## src/hw/rtl/ophp_pkg.sv

```systemverilog
// Shared types and codes for the OpenPGP packet header parser.
// Used by ophp_parse, ophp_out_reg, the top and ophp_checker; depends on nothing else.
`timescale 1ns / 1ps

package ophp_pkg;

  // kind field of a result transaction
  localparam logic KIND_HEADER = 1'b0;
  localparam logic KIND_BODY   = 1'b1;

  // length_format codes
  localparam logic [2:0] FMT_OLD      = 3'd0;
  localparam logic [2:0] FMT_NEW_ONE  = 3'd1;
  localparam logic [2:0] FMT_NEW_TWO  = 3'd2;
  localparam logic [2:0] FMT_NEW_FIVE = 3'd3;
  localparam logic [2:0] FMT_PARTIAL  = 3'd4;

  // error codes
  localparam logic [1:0] ERR_NONE          = 2'd0;
  localparam logic [1:0] ERR_NO_MARKER     = 2'd1;
  localparam logic [1:0] ERR_INDETERMINATE = 2'd2;

  // old-format length type that has no length bytes
  localparam logic [1:0] OLD_LEN_INDETERMINATE = 2'd3;

  // new-format first length byte boundaries
  localparam logic [7:0] NEW_TWO_MIN     = 8'd192;
  localparam logic [7:0] NEW_PARTIAL_MIN = 8'd224;
  localparam logic [7:0] NEW_FIVE_CODE   = 8'd255;

  // tdata packing
  localparam int unsigned TDATA_W = 56;

  // one result item
  typedef struct packed {
    logic        kind;
    logic [5:0]  tag;
    logic [31:0] body_length;
    logic [2:0]  length_format;
    logic [7:0]  body_byte;
    logic        last;
    logic [1:0]  error;
  } result_t;

endpackage

```

## src/hw/rtl/ophp_in_reg.sv

```systemverilog
// Input register for the byte stream.
// Depends on nothing but the clock and reset.
`timescale 1ns / 1ps

module ophp_in_reg (
  input  logic       clk,
  input  logic       rst,
  input  logic       in_valid,
  output logic       in_ready,
  input  logic [7:0] in_byte,
  input  logic       take,      // parser consumes the held byte this cycle
  output logic       held_valid,
  output logic [7:0] held_byte
);

  // space when empty or when the held byte leaves this cycle
  assign in_ready = !held_valid || take;

  // valid flag
  always_ff @(posedge clk) begin
    if (rst) begin
      held_valid <= 1'b0;
    end else if (in_ready) begin
      held_valid <= in_valid;
    end
  end

  // payload
  always_ff @(posedge clk) begin
    if (in_ready && in_valid) begin
      held_byte <= in_byte;
    end
  end

endmodule

```

## src/hw/rtl/ophp_parse.sv

```systemverilog
// Packet header and length decode: parser state and one-byte step logic.
// Depends on ophp_pkg.
`timescale 1ns / 1ps

module ophp_parse (
  input  logic              clk,
  input  logic              rst,
  input  logic              step,      // a byte is consumed this cycle
  input  logic [7:0]        data_byte,
  output logic              res_valid,
  output ophp_pkg::result_t res
);

  typedef enum logic [2:0] {
    PH_HEADER,
    PH_NEW_LEN,
    PH_NEW_TWO,
    PH_NEW_FIVE,
    PH_OLD_LEN,
    PH_BODY
  } phase_t;

  phase_t      phase, phase_next;
  logic [5:0]  packet_tag, packet_tag_next;
  logic [2:0]  length_bytes_left, length_bytes_left_next;
  logic [31:0] length_accumulator, length_accumulator_next;
  logic [31:0] body_bytes_left, body_bytes_left_next;

  // header completion request
  logic        done;
  logic [31:0] done_len;
  logic [2:0]  done_fmt;
  logic [2:0]  bytes_dec;
  logic [31:0] acc_shift;

  // one step of the byte parser
  always_comb begin
    phase_next              = phase;
    packet_tag_next         = packet_tag;
    length_bytes_left_next  = length_bytes_left;
    length_accumulator_next = length_accumulator;
    body_bytes_left_next    = body_bytes_left;
    res_valid               = 1'b0;
    res                     = '0;
    done                    = 1'b0;
    done_len                = '0;
    done_fmt                = ophp_pkg::FMT_OLD;
    bytes_dec               = length_bytes_left - 3'd1;
    acc_shift               = {length_accumulator[23:0], data_byte};

    unique case (phase)
      PH_HEADER: begin
        if (!data_byte[7]) begin
          res_valid = 1'b1;
          res.error = ophp_pkg::ERR_NO_MARKER;
        end else if (data_byte[6]) begin
          packet_tag_next = data_byte[5:0];
          phase_next      = PH_NEW_LEN;
        end else begin
          packet_tag_next = {2'b00, data_byte[5:2]};
          if (data_byte[1:0] == ophp_pkg::OLD_LEN_INDETERMINATE) begin
            res_valid = 1'b1;
            res.tag   = {2'b00, data_byte[5:2]};
            res.error = ophp_pkg::ERR_INDETERMINATE;
          end else begin
            length_bytes_left_next  = 3'd1 << data_byte[1:0];
            length_accumulator_next = '0;
            phase_next              = PH_OLD_LEN;
          end
        end
      end
      PH_NEW_LEN: begin
        if (data_byte < ophp_pkg::NEW_TWO_MIN) begin
          done     = 1'b1;
          done_len = {24'd0, data_byte};
          done_fmt = ophp_pkg::FMT_NEW_ONE;
        end else if (data_byte < ophp_pkg::NEW_PARTIAL_MIN) begin
          length_accumulator_next = {19'd0, data_byte[4:0], 8'd0};
          length_bytes_left_next  = 3'd1;
          phase_next              = PH_NEW_TWO;
        end else if (data_byte != ophp_pkg::NEW_FIVE_CODE) begin
          done     = 1'b1;
          done_len = 32'd1 << data_byte[4:0];
          done_fmt = ophp_pkg::FMT_PARTIAL;
        end else begin
          length_accumulator_next = '0;
          length_bytes_left_next  = 3'd4;
          phase_next              = PH_NEW_FIVE;
        end
      end
      PH_NEW_TWO: begin
        done     = 1'b1;
        done_len = length_accumulator + {24'd0, data_byte}
                   + {24'd0, ophp_pkg::NEW_TWO_MIN};
        done_fmt = ophp_pkg::FMT_NEW_TWO;
      end
      PH_NEW_FIVE, PH_OLD_LEN: begin
        length_accumulator_next = acc_shift;
        if (length_bytes_left != 3'd0) begin
          length_bytes_left_next = bytes_dec;
        end
        if (length_bytes_left <= 3'd1) begin
          done     = 1'b1;
          done_len = acc_shift;
          done_fmt = (phase == PH_NEW_FIVE) ? ophp_pkg::FMT_NEW_FIVE
                                            : ophp_pkg::FMT_OLD;
        end
      end
      PH_BODY: begin
        res_valid     = 1'b1;
        res.kind      = ophp_pkg::KIND_BODY;
        res.tag       = packet_tag;
        res.body_byte = data_byte;
        if (body_bytes_left <= 32'd1) begin
          body_bytes_left_next = '0;
          phase_next           = PH_HEADER;
          res.last             = 1'b1;
        end else begin
          body_bytes_left_next = body_bytes_left - 32'd1;
        end
      end
      default: begin
        phase_next = PH_HEADER;
      end
    endcase

    // header result once the length is complete
    if (done) begin
      length_bytes_left_next  = '0;
      length_accumulator_next = done_len;
      body_bytes_left_next    = done_len;
      phase_next              = (done_len == 32'd0) ? PH_HEADER : PH_BODY;
      res_valid               = 1'b1;
      res.kind                = ophp_pkg::KIND_HEADER;
      res.tag                 = packet_tag;
      res.body_length         = done_len;
      res.length_format       = done_fmt;
      res.last                = (done_len == 32'd0);
    end
  end

  // parser state
  always_ff @(posedge clk) begin
    if (rst) begin
      phase              <= PH_HEADER;
      packet_tag         <= '0;
      length_bytes_left  <= '0;
      length_accumulator <= '0;
      body_bytes_left    <= '0;
    end else if (step) begin
      phase              <= phase_next;
      packet_tag         <= packet_tag_next;
      length_bytes_left  <= length_bytes_left_next;
      length_accumulator <= length_accumulator_next;
      body_bytes_left    <= body_bytes_left_next;
    end
  end

endmodule

```

## src/hw/rtl/ophp_out_reg.sv

```systemverilog
// Result register in front of the master-side stream.
// Depends on ophp_pkg.
`timescale 1ns / 1ps

module ophp_out_reg (
  input  logic              clk,
  input  logic              rst,
  input  logic              load,
  input  ophp_pkg::result_t load_res,
  output logic              space,     // can take a result this cycle
  output logic              out_valid,
  input  logic              out_ready,
  output ophp_pkg::result_t out_res
);

  assign space = !out_valid || out_ready;

  // valid flag
  always_ff @(posedge clk) begin
    if (rst) begin
      out_valid <= 1'b0;
    end else if (space) begin
      out_valid <= load;
    end
  end

  // payload
  always_ff @(posedge clk) begin
    if (space && load) begin
      out_res <= load_res;
    end
  end

endmodule

```

## src/hw/rtl/openpgp_packet_header_parser.sv

```systemverilog
// Channel   | Dir | Signals                              | Contents
// s_axis    | in  | tvalid tready tdata[7:0]             | data_byte
// m_axis    | out | tvalid tready tdata[55:0] tuser tlast | one parser result
//
// One byte per cycle sustained while m_axis_tready is high; a byte goes
// input register -> parse step -> result register, and its result shows
// on m_axis once the result register is loaded. The parse step over the
// 32-bit length state is combinational between the two registers.
// Body bytes and the last length byte give one result each; a header byte gives one only on an error.
// rst is synchronous and clears the parser to expect a header byte.
// A stall on m_axis holds the result register and backs up into s_axis.
// Depends on ophp_pkg, ophp_in_reg, ophp_parse, ophp_out_reg.
`timescale 1ns / 1ps

module openpgp_packet_header_parser (
  input  logic        clk,
  input  logic        rst,
  input  logic        s_axis_tvalid,
  output logic        s_axis_tready,
  input  logic [7:0]  s_axis_tdata,   // [7:0] data_byte
  output logic        m_axis_tvalid,
  input  logic        m_axis_tready,
  // [5:0] tag, [37:6] body_length, [40:38] length_format,
  // [48:41] body_byte, [50:49] error, [55:51] zero
  output logic [ophp_pkg::TDATA_W-1:0] m_axis_tdata,
  output logic        m_axis_tuser,   // [0] kind
  output logic        m_axis_tlast    // last
);

  logic              held_valid;
  logic [7:0]        held_byte;
  logic              space;
  logic              step;
  logic              res_valid;
  ophp_pkg::result_t res;
  ophp_pkg::result_t out_res;

  // a held byte is parsed when the result register has room
  assign step = held_valid && space;

  ophp_in_reg u_in (
    .clk        (clk),
    .rst        (rst),
    .in_valid   (s_axis_tvalid),
    .in_ready   (s_axis_tready),
    .in_byte    (s_axis_tdata),
    .take       (step),
    .held_valid (held_valid),
    .held_byte  (held_byte)
  );

  ophp_parse u_parse (
    .clk       (clk),
    .rst       (rst),
    .step      (step),
    .data_byte (held_byte),
    .res_valid (res_valid),
    .res       (res)
  );

  ophp_out_reg u_out (
    .clk       (clk),
    .rst       (rst),
    .load      (step && res_valid),
    .load_res  (res),
    .space     (space),
    .out_valid (m_axis_tvalid),
    .out_ready (m_axis_tready),
    .out_res   (out_res)
  );

  // pack the result onto the stream
  assign m_axis_tdata = {5'd0, out_res.error, out_res.body_byte,
                         out_res.length_format, out_res.body_length, out_res.tag};
  assign m_axis_tuser = out_res.kind;
  assign m_axis_tlast = out_res.last;

endmodule

```

## config.mk

```make
export PLATFORM = sky130hd
export DESIGN_NAME = openpgp_packet_header_parser
export DESIGN_NICKNAME = d
export VERILOG_FILES = /design/src/hw/rtl/ophp_pkg.sv /design/src/hw/rtl/ophp_in_reg.sv /design/src/hw/rtl/ophp_parse.sv /design/src/hw/rtl/ophp_out_reg.sv /design/src/hw/rtl/openpgp_packet_header_parser.sv
export SDC_FILE = /design/constraint.sdc
export NUM_CORES = 1
export LEC_CHECK = 0
export ABC_AREA = 1
export BUFFER_PORTS_ARGS = -buffer_cell sky130_fd_sc_hd__buf_2
export CAP_MARGIN = 5
export CORE_ASPECT_RATIO = 1.4
export CORE_MARGIN = 8
export CORE_UTILIZATION = 28
export DETAILED_ROUTE_END_ITERATION = 7
export PLACE_DENSITY = 0.56
export SETUP_SLACK_MARGIN = 0.5
export SLEW_MARGIN = 25
export SYNTH_ARGS = -nofsm -noshare
export SYNTH_HDL_FRONTEND = slang
export SYNTH_HIERARCHICAL = 1
export SYNTH_SLANG_ARGS = --single-unit
```

## constraint.sdc

```tcl
create_clock -name clk -period 4.5 [get_ports clk]
set_input_delay 0.45 -clock clk [delete_from_list [all_inputs] [get_ports clk]]
set_output_delay 0.45 -clock clk [all_outputs]
set_load 0.03 [all_outputs]
```

### After elaboration in Yosys (flattened, before gate mapping)

Cells that the tools add are included.
Widths: inputs -> output; s select.

* flip-flop bits (word level): 139
* input bits: 12
* output and inout port bits: 60
* word-level logic and storage cells: 129

* $add $sub $neg: 4
* order comparisons: 4
* equal/unequal tests: 16
* shifts and indexed selects: 2
* multiplexer cells: 64
* bitwise logic cells: 2
* reductions and logical operators: 21

Operator list (number)
* $mux 32: 14
* $pmux 32 s3: 2
* $mux 3: 21
* $mux 41: 1
* $add 32x8->32: 1
* $add 32x8->32 const B: 1
* $le 32x1->1 const B: 1
* $logic_not 32->1: 1
* $shl 1x5->32 const A: 1
* $sub 32x1->32 const B: 1
* $pmux 3 s3: 2
* $lt 8x8->1 const B: 2
* $mux 1: 14
* $reduce_and 7->1: 2
* $mux 6: 2
* $ne 3x2->1 const B: 4
* $pmux 3 s4: 1
* $pmux 6 s2: 1
* $mux 4: 2
* $ne 8x8->1 const B: 1
* $reduce_and 8->1: 1
* $eq 3x2->1 const B: 2
* $eq 3x3->1 const B: 2
* $ne 3x1->1 const B: 2
* 23 further kinds: 31

### Depth between registers and ports, before layout

Gate-level depths: netlist of run 1.

* depth after elaboration: 8
* gate-level depth with buffers: 22
* depth with buffers taken out: 21

### Modules after synthesis

Netlist of run 1, hierarchy kept.

By module, submodules not included
* ophp_parse: times used 1, cells each 1172, area an instance 6909.1 µm², seq. area each 1521.5 µm²
* ophp_out_reg: times used 1, cells each 59, area an instance 1639.1 µm², seq. area each 1611.5 µm²
* ophp_in_reg: times used 1, cells each 14, area an instance 287.8 µm², seq. area each 260.2 µm²
* openpgp_packet_header_parser: times used 1, cells each 10, area an instance 58.8 µm², seq. area each 0.0 µm²

### Least setup slack after synthesis of run 1

Ideal clock, no wire load.

* path kind: register to register
* from: register u_in.held_byte[1]
* to: register u_out/out_res[0] (netlist name)
* library setup time: 0.481 ns
* arrival time: 4.295 ns
* data required time: 4.019 ns
* slack: -0.276 ns
* stages on the path, launching flop included: 15
* path buffers: 1
* period minus slack after synthesis: 4.776 ns
* cell sequence: edfxtp_1 > buf_6 > nand2_2 > clkinv_1 > nand3_1 > nand2_1 > a21oi_2 > nor3_4 > nand2_1 > inv_1 > o21ai_0 > inv_1 > nor2_2 > inv_1 > a21oi_1

* cells in the longest elaborated chain, start to end: 8
* elaborated cells on any way between the ends: 15
* classes of those cells: 2 x order compare; 2 x eq/ne; 9 x mux; 2 x reduce/logical

RTL lines
* from (decl): RTL line ophp_in_reg.sv:13 `output logic [7:0] held_byte`
* from (signal assigned): RTL line ophp_in_reg.sv:31 `held_byte <= in_byte;`
* parallel branches: the longest is 5 deep, another holds $lt 8x8->1
* $mux 1 (*): RTL line ophp_parse.sv:128 `if (done) begin`
* via res_valid: RTL line openpgp_packet_header_parser.sv:34 `logic res_valid;`
* $logic_and 1x1->1 (*): RTL line openpgp_packet_header_parser.sv:64 `.load (step && res_valid),`
* $logic_and 1x1->1 (*): RTL line ophp_out_reg.sv:29 `if (space && load) begin`

Mark *: on every way through the listed nets, which the timed path passes.
A chain may end at the register's enable or synchronous reset.

==> results.cfg, run 1 <==
[place]
placed_cell_area_um2 = 9554
io_buffers = 66
dp_hpwl_um = 23780
dp.cells = 1679
gp_congestion = 0.9646
pre_cts_slack_ns = 0.8526

[drt]
first_pass_iters = 6
drc = 0
drt_iter0_drc = 776
routed_wl_um = 31100
antenna_left = 0
routed-via-count = 8731
wire_per_inst_um = 18.18
via_per_inst = 5.103

[finish]
final_nets = 1337
drive_gt1_share_pct = 11.40
fin_cells = 1711
antenna_cells = 0
final_cell_area_um2 = 10140
fin_util_pct = 32.27
area_delta_synth_final_pct = 13.95

[sta]
tns_ns = 0
finalMaxSlewViolations = 0
setup_viol = 0
clock_skew_ns = 0.01212
hold_violations = 0
layout_setup_ws_ns = 0.8348
tightest_slew_ns = 0.8865
max_freq_mhz = 272.8
finalCriticalPeriod_ns = 3.665
finalCritPeriodShare_pct = 81.45
rsz0062_at_grt = false
relSlewSlack_pct = 40.28
holdWs_ns = 0.1940

[outcome]
status = completed

[cts]
cts_max_path_buffers = 2
cts_hold_buf = 0
cts_root_buf = clkbuf_16
clock-sinks = 139
postCtsSetupRepairBufs = 0
htree_levels = 4
clk-insertion-delay-late_ns = 0.44
ctsResizeCount = 0
cts.clk_slew.worst_paths_ns = 0.06
cts_buffers = 17
cts_tree = yes

[global_routing]
use_met2_pct = 28.94
grt-ovfl-total = 0
grt_max_degree = 59
met1_usage_pct = 18.61
grt_pass1_vias = 8629
top_usage_layer = met2
antenna_found_initial = 0
grtUsageMet3_pct = 2.631
grt_pass1_wl_um = 48330
grt_usage_pct = 16.58

[floorplan]
num_io_pins = 72
dieWidth_um = 166.6
core_um2 = 31410
die_y_um = 226.9
rows = 77
die_area_um2 = 37810
start_util_pct = 28.32

[synth]
async_flop_share_pct = 0
yosysSeqAreaShare_pct = 38.15
synthCells = 1255
yosysTopAreaCellShare_pct = 20.59
netlist_area_um2 = 8895
synth_common_cells = nand2_1, inv_1, nor2_1, nand3_1, dfxtp_1
yosysWarningCount = 6
synthFlopType = dfxtp_1
synthDistinctLibCells = 49
ys_ff_latch = 139
synth_top_area_cell = edfxtp_1
synth-edff-count = 61
synth_area_per_cell_um2 = 7.087
synth.most_common_cell = nand2_1
synth_area_leaders = edfxtp_1, dfxtp_1, nand2_1, inv_1, nor2_1

[worst_setup_path]
cp.required_ns = 4.76
worstSetupEndpointType = register
critPathKind = register to register
startpoint_type = register
crit_arrival_ns = 3.93
critPathMaxFanout = 10

[power]
p_sw_mw = 2.159
ir_drop_v = 0.0002979
seqPwrFrac_pct = 32.8
power_frac_comb_pct = 40.1
p_leak_nw = 4.565
switching_share_pct = 42.32
p_int_mw = 2.943
clockPowerShare_pct = 27.1
finalPower_mw = 5.102
power_density_nw_per_um2 = 503.4

[job]
cap_violations = 0

[hold_path]
hold_class = input pin to register
==> cell families after synthesis <==
group / after synthesis / share of synthesized area, %
adder cells (fa/ha/maj): 22 / 3.179
XOR/XNOR: 19 / 1.871
AND/OR/NAND/NOR: 602 / 29.30
AO/OA/AOI/OAI: 220 / 15.71
buffers and inverters: 252 / 11.75
flip-flops: 139 / 38.15
other: 1 / 0.04216
==> critical path, cell delays in order (launching register included) <==
cell and delay (ns):
edfxtp_1 0.55, ha_1 0.36, ha_1 0.25, inv_1 0.08
fa_1 0.38, inv_1 0.16, nand3_1 0.09, nand2_1 0.15
nand3_1 0.12, nand2_1 0.25, nand2_1 0.09, nand3_1 0.08
nand2_1 0.12, nor2_1 0.14, nand2_1 0.06, nor3_1 0.15
nand3_1 0.26, nor3_1 0.20
==> power groups by stage <==
stage	Sequential (mW)	Clock, mW	Combinational [mW]
global route	1.69	1.46	2.26
CTS	1.67	1.41	2.04
finish	1.67	1.38	2.05
global placement	1.70	0	2.02
detailed placement	1.69	0	2.03
floorplan	1.77	0	1.38
==> area by class of cell <==
| type | count | area [µm²] |
|---|---|---|
| inverter | 200 | 755.7 |
| clock inverter | 9 | 82.58 |
| multi-input combinational | 868 | 4486 |
| sequential | 139 | 3393 |
| tap | 395 | 494.2 |
| timing repair buffer | 77 | 425.4 |
| clock buffer | 23 | 499.2 |
| fill | 3424 | 21270 |
==> per-layer routing <==
metal,vias to the layer above,share of wire (%)
met3,82,4.9
met5,-,0
li1,4271,-
met4,0,5.7
met1,4061,40
met2,317,50
==> sequential cells by signal, indices dropped and copies added, names as in the netlist <==
name                        flops
u_out/out_res                  53
u_parse/body_bytes_left        32
u_parse/length_accumulator     32
u_in/held_byte                  8
u_parse/packet_tag              6
u_parse/length_bytes_left       3
u_parse/phase                   3
u_in/held_valid                 1
u_out/out_valid                 1
==> final timing paths <==
| kind | startpoint | end | slack (ns) | depth (start not counted) |
|---|---|---|---|---|
| setup / recovery | u_in/held_byte[1] | u_out/out_res[2] | 0.83 | 17 |
| hold / removal | s_axis_tdata[1] | u_in/held_byte[1] | 0.19 | 1 |
| setup reg to reg | u_in/held_byte[1] | u_out/out_res[2] | 0.83 | 17 |
| hold reg to reg | u_parse/packet_tag[4] | u_parse/packet_tag[4] | 0.46 | 2 |
==> cell usage in the layout (no fill, tap or decap), drive strengths merged, types with 15 or more instances in the layout <==
master  count
nand3     119
edfxtp     61
o21ai      70
o211ai     21
buf        77
a21oi      57
ha         21
nor2      175
inv       200
clkbuf     23
nor3       26
a31oi      20
o311ai     15
a211oi     15
nand2     248
dfxtp      78
No activity file was read; power rests on OpenSTA's default activity.
==> run 2, diff against run 1 <==
--- a/config.mk
+++ b/config.mk
@@ -5,7 +5,7 @@
 export SDC_FILE = /design/constraint.sdc
 export NUM_CORES = 1
 export LEC_CHECK = 0
-export ABC_AREA = 1
+export ABC_AREA = 0
 export BUFFER_PORTS_ARGS = -buffer_cell sky130_fd_sc_hd__buf_2
 export CAP_MARGIN = 5
 export CORE_ASPECT_RATIO = 1.4
==> constraint.sdc (replaced) <==
create_clock -name clk -period 3.1 [get_ports clk]
set_input_delay 0.31 -clock clk [delete_from_list [all_inputs] [get_ports clk]]
set_output_delay 0.31 -clock clk [all_outputs]
set_load 0.03 [all_outputs]
==> results.cfg, run 2 <==
[finish]
drive_gt1_share_pct = 45.59
area_delta_synth_final_pct = 58.27
fin_cells = 1615
final_nets = 1256
largest_reg_flops = 53
top_register = u_out/out_res
antenna_cells = 0
final_common_cell = buf_4
largest_registers = u_out/out_res (53), u_parse/body_bytes_left (32), u_parse/length_accumulator (32)
layout_common_cells = buf_4, nor2_1, dfxtp_1, buf_2

[sta]
finalMaxSlewViolations = 0
finalCritPeriodShare_pct = 109.5
rsz0062_at_grt = true
max_freq_mhz = 294.6
relSlewSlack_pct = 44.25
layout_setup_ws_ns = -0.2947
hold_violations = 0
setup_viol = 7
clock_skew_ns = 0.01192
finalCriticalPeriod_ns = 3.395
tightest_slew_ns = 0.8345

[worst_setup_path]
cp.required_ns = 3.42
slowest_stage = edfxtp_1
cp_common_cell = buf_6
critPathMaxFanout = 5
worstRegToRegCells = 15
path_buf_inv = 4
crit_end = u_out/out_res[2]
cpPeakStageDelay_ns = 0.39
critPathLaunch = u_in/held_byte[1]
crit_arrival_ns = 3.71
crit_chain = ha_1 -> ha_2 -> inv_2 -> fa_2 -> nand2b_4 -> a211oi_4 -> buf_6 -> buf_6 -> buf_6 -> o2111ai_4 -> xnor2_2 -> a221oi_2 -> nand4_1 -> nor4_4 -> and3_1
critPathKind = register to register
crit_family = simple AND/OR/NAND/NOR gates
worstReg2RegStart = u_in/held_byte[1]
rrSetupSlack_ns = -0.29
worstSetupEndpointType = register
startpoint_type = register
cp.depth = 15
r2r_end = u_out/out_res[2]

[synth]
synth_common_cells = nor2_1, dfxtp_1, o21ai_0, edfxtp_1, a21oi_1
synth_area_per_cell_um2 = 8.685
ys_ff_latch = 139
synthFlopType = dfxtp_1
synthDistinctLibCells = 87
yosysWarningCount = 6
synth.most_common_cell = nor2_1
yosysTopAreaCellShare_pct = 21.99
async_flop_share_pct = 0
yosysSeqAreaShare_pct = 40.74
synth_top_area_cell = edfxtp_1
synthCells = 959
netlist_area_um2 = 8329
synth-edff-count = 61
synth_area_leaders = edfxtp_1, dfxtp_1, nor2_1, o21ai_0, a21oi_1

[place]
gp_congestion = 0.9548
io_buffers = 66
dp.cells = 1488
dp_hpwl_um = 23020

[drt]
routed_wl_um = 35210
drc = 0
via_per_inst = 5.646
drt_iter0_drc = 663
first_pass_iters = 5
routed-via-count = 9118
wire_per_inst_um = 21.80
antenna_left = 0

[floorplan]
num_io_pins = 72
dieWidth_um = 161.8
die_area_um2 = 35600
rows = 74
die_y_um = 220.1
start_util_pct = 28.47
core_um2 = 29260

[job]
cap_violations = 0

[hold_path]
hold_class = input pin to register

[cts]
clock-sinks = 139
cts_root_buf = clkbuf_16
cts.clk_slew.worst_paths_ns = 0.07
cts_tree = yes
htree_levels = 4
cts_max_path_buffers = 2
cts_hold_buf = 0
clk-insertion-delay-late_ns = 0.45
cts_buffers = 17

[global_routing]
grt_usage_pct = 18.08
antenna_found_initial = 0
grt_pass1_vias = 8617
grt_pass1_wl_um = 49430
grt_max_degree = 41
grt-ovfl-total = 0

[power]
p_leak_nw = 5.108
finalPower_mw = 9.246
ir_drop_v = 0.0004971
power_density_nw_per_um2 = 701.4

[outcome]
status = finished, violations left
violations = negative setup slack
-- run 2: changes by cell type after synthesis, sizes merged, moves of 12 or more --
cell | before | now
nand2 | 248 | 45
o311ai | 15 | 3
a31oi | 20 | 7
nor4 | 7 | 26
nor3 | 26 | 53
and2 | 0 | 17
inv | 197 | 29
nor2 | 175 | 118
nand3 | 119 | 22
a211oi | 15 | 41
clkbuf | 25 | 43
-- run 2: power by group --
| group | total [mW] | leakage [nW] | internal (mW) | switching [mW] |
|---|---|---|---|---|
| Sequential | 2.24 | 1.22 | 2.09 | 0.150 |
| Clock | 2.24 | 0.316 | 1.38 | 0.861 |
| Combinational | 4.76 | 3.58 | 2.10 | 2.66 |
| Total | 9.25 | 5.11 | 5.57 | 3.67 |
-- run 2: worst min path at each step --
stage          depth (start not counted)                   from  slack [ns]                    end
2_1_floorplan                          1                    rst        0.37        u_in/held_valid
3_3_place_gp                           2  u_parse/packet_tag[4]        0.44  u_parse/packet_tag[4]
3_5_place_dp                           2  u_parse/packet_tag[4]        0.44  u_parse/packet_tag[4]
4_1_cts                                1        s_axis_tdata[4]        0.02      u_in/held_byte[4]
5_1_grt                                1        s_axis_tdata[4]        0.02      u_in/held_byte[4]
6_report                               1        s_axis_tdata[4]        0.04      u_in/held_byte[4]
-- run 2: kinds of logic after synthesis --
group,Yosys count,share of synthesized area [%]
AND/OR/NAND/NOR,369,23.72
AO/OA/AOI/OAI,293,23.63
flip-flops,139,40.74
buffers and inverters,110,5.723
adder cells (fa/ha/maj),22,3.395
XOR/XNOR,17,1.788
multiplexers,8,0.9614
other,1,0.04502
-- run 2: metal layers --
layer	share of wire [%]	routed length, µm	up-vias	GRT usage (%)
met5	0	0	-	0
met4	6.3	2233	0	10.89
met3	5.4	1918	129	2.838
met2	51	18030	413	32.05
met1	37	13020	4447	20.08
li1	-	-	4129	-
-- run 2: layout make-up --
type | instances | area (µm²)
Clock buffer | 19 | 475.5
Multi-Input combinational cell | 715 | 5602
Timing Repair Buffer | 320 | 2947
Clock inverter | 13 | 172.7
Tap cell | 380 | 475.5
Sequential cell | 139 | 3400
Inverter | 29 | 111.4
Fill cell | 2790 | 16080
-- run 2: stage by stage --
step	hold slack (ns)	instance area (µm²)	worst slack (ns)	util, %	TNS [ns]
3_3_place_gp	0.4367	10210	-0.4986	34.91	-2.494
2_1_floorplan	0.3724	8482	-0.1612	-	-0.3583
3_5_place_dp	0.4414	10210	-0.5005	34.91	-2.453
6_report	0.03996	13180	-0.2947	45.06	-1.289
4_1_cts	0.02268	11910	-0.3288	40.72	-1.318
5_1_grt	0.02440	13180	-0.4495	45.06	-3.506
-- run 2: timing repair --
| action | in CTS | in global routing |
|---|---|---|
| pin swaps | 59 | 59 |
| endpoints found under the hold margin | 0 | 0 |
| gates cloned | 5 | 13 |
| resized for setup | 142 | 164 |
| setup endpoints to repair | 146 | 146 |
| setup buffers | 37 | 40 |
==> run 3, diff against run 2 <==
--- a/config.mk
+++ b/config.mk
@@ -5,7 +5,7 @@
 export SDC_FILE = /design/constraint.sdc
 export NUM_CORES = 1
 export LEC_CHECK = 0
-export ABC_AREA = 0
+export ABC_AREA = 1
 export BUFFER_PORTS_ARGS = -buffer_cell sky130_fd_sc_hd__buf_2
 export CAP_MARGIN = 5
 export CORE_ASPECT_RATIO = 1.4
@@ -13,6 +13,7 @@
 export CORE_UTILIZATION = 28
 export DETAILED_ROUTE_END_ITERATION = 7
 export PLACE_DENSITY = 0.56
+export REMOVE_ABC_BUFFERS = 1
 export SETUP_SLACK_MARGIN = 0.5
 export SLEW_MARGIN = 25
 export SYNTH_ARGS = -nofsm -noshare
==> results.cfg, run 3 (same netlist as run 1, synthesis figures left out) <==
[outcome]
status = completed

[cts]
cts_tree = yes
cts_buffers = 17
clk-insertion-delay-late_ns = 0.43
htree_levels = 4
cts_max_path_buffers = 2
cts_hold_buf = 0
cts.clk_slew.worst_paths_ns = 0.07
cts_root_buf = clkbuf_16
clock-sinks = 139

[worst_setup_path]
crit_arrival_ns = 3.13
startpoint_type = register
cp.depth = 16
cp_common_cell = nand2_4
crit_end = u_out/out_res[2]
rrSetupSlack_ns = 0.25
cpPeakStageDelay_ns = 0.42
worstReg2RegStart = u_in/held_byte[2]
worstRegToRegCells = 16
critPathKind = register to register
worstSetupEndpointType = register
crit_family = simple AND/OR/NAND/NOR gates
slowest_stage = fa_2
cp.required_ns = 3.38
path_buf_inv = 2
critPathLaunch = u_in/held_byte[2]
critPathMaxFanout = 4
crit_chain = ha_1 -> inv_1 -> fa_2 -> inv_4 -> nand3_4 -> nand2_4 -> nand2_4 -> nand2_4 -> nand2_2 -> nand3_2 -> nand2_2 -> nor2_1 -> nand2_1 -> nor3_2 -> nand3_2 -> nor3_2
r2r_end = u_out/out_res[2]

[place]
placed_cell_area_um2 = 10100
dp.cells = 1747
dp_hpwl_um = 25630
io_buffers = 66
gp_congestion = 0.9703

[global_routing]
grt_max_degree = 49
antenna_found_initial = 0
grt_usage_pct = 18.07
grt-ovfl-total = 0
grt_pass1_wl_um = 52380
grt_pass1_vias = 8953

[job]
cap_violations = 0

[sta]
max_freq_mhz = 351.0
hold_violations = 0
setup_viol = 0
rsz0062_at_grt = true
finalCriticalPeriod_ns = 2.849
finalMaxSlewViolations = 0
finalCritPeriodShare_pct = 91.91
tightest_slew_ns = 0.8513
clock_skew_ns = 0.01367
relSlewSlack_pct = 42.72

[power]
ir_drop_v = 0.0004075
finalPower_mw = 8.261
p_leak_nw = 5.293
power_density_nw_per_um2 = 699.4

[floorplan]
dieWidth_um = 166.6
start_util_pct = 28.32
die_y_um = 226.9
die_area_um2 = 37810
num_io_pins = 72
rows = 77
core_um2 = 31410

[finish]
layout_common_cells = nand2_1, inv_1, nor2_1, nand3_1, buf_4
final_nets = 1443
final_cell_area_um2 = 11810
largest_reg_flops = 53
drive_gt1_share_pct = 27.14
top_register = u_out/out_res
area_delta_synth_final_pct = 32.79
antenna_cells = 0
fin_cells = 1817
final_common_cell = nand2_1
largest_registers = u_out/out_res (53), u_parse/body_bytes_left (32), u_parse/length_accumulator (32)

[drt]
wire_per_inst_um = 19.70
routed_wl_um = 35790
via_per_inst = 5.182
first_pass_iters = 5
antenna_left = 0
drt_iter0_drc = 767
routed-via-count = 9416
drc = 0

[hold_path]
hold_class = input pin to register
run 3: repair_timing:
| item | in CTS | in global routing |
|---|---|---|
| setup endpoints to repair | 101 | 117 |
| gates cloned | 4 | 4 |
| setup buffers | 6 | 24 |
| gates resized for setup | 63 | 127 |
| pin swaps | 12 | 46 |
| hold endpoints to repair | 0 | 0 |
run 3: worst min path at each step:
| stage | start | depth (start not counted) | slack (ns) | endpoint |
|---|---|---|---|---|
| after floorplan | rst | 1 | 0.37 | u_in/held_valid |
| after global placement | u_parse/packet_tag[4] | 2 | 0.45 | u_parse/packet_tag[4] |
| after detailed placement | u_parse/packet_tag[3] | 2 | 0.46 | u_parse/packet_tag[3] |
| after CTS | s_axis_tdata[2] | 1 | 0.04 | u_in/held_byte[2] |
| after global routing | s_axis_tdata[2] | 1 | 0.04 | u_in/held_byte[2] |
| final | s_axis_tdata[2] | 1 | 0.06 | u_in/held_byte[2] |
run 3: power by group:
group	internal (mW)	leakage [nW]	total [mW]	switching, mW
logic	1.37	3.80	3.78	2.41
clock network	1.15	0.284	2.05	0.895
registers	2.19	1.21	2.43	0.240
total	4.71	5.29	8.26	3.55
run 3: per-stage QoR:
stage,hold slack (ns),util (%),setup WS (ns),TNS [ns]
floorplan,0.3724,-,-2.433,-139.21
global placement,0.4510,32.16,0.01493,0
detailed placement,0.4596,32.16,-0.08122,-0.09798
CTS,0.03838,35.29,0.2503,0
global route,0.03791,37.61,0.1278,0
finish,0.05822,37.61,0.2508,0
run 3: metal layers:
metal / track usage (%) / vias up / share of wire, %
met5: 0 / - / 0
met4: 11.51 / 0 / 6.4
met3: 2.491 / 98 / 5.6
met2: 31.68 / 423 / 48
met1: 20.52 / 4398 / 40
li1: - / 4497 / -
run 3: area by class of cell:
type,instances,area (µm²)
multi-input cells,868,5067
repair buffers,183,1500
inverters,200,774.5
fillers,3310,19600
well taps,395,494.2
flip-flops and latches,139,3398
clock buffers,19,442.9
clock inverters,13,133.9
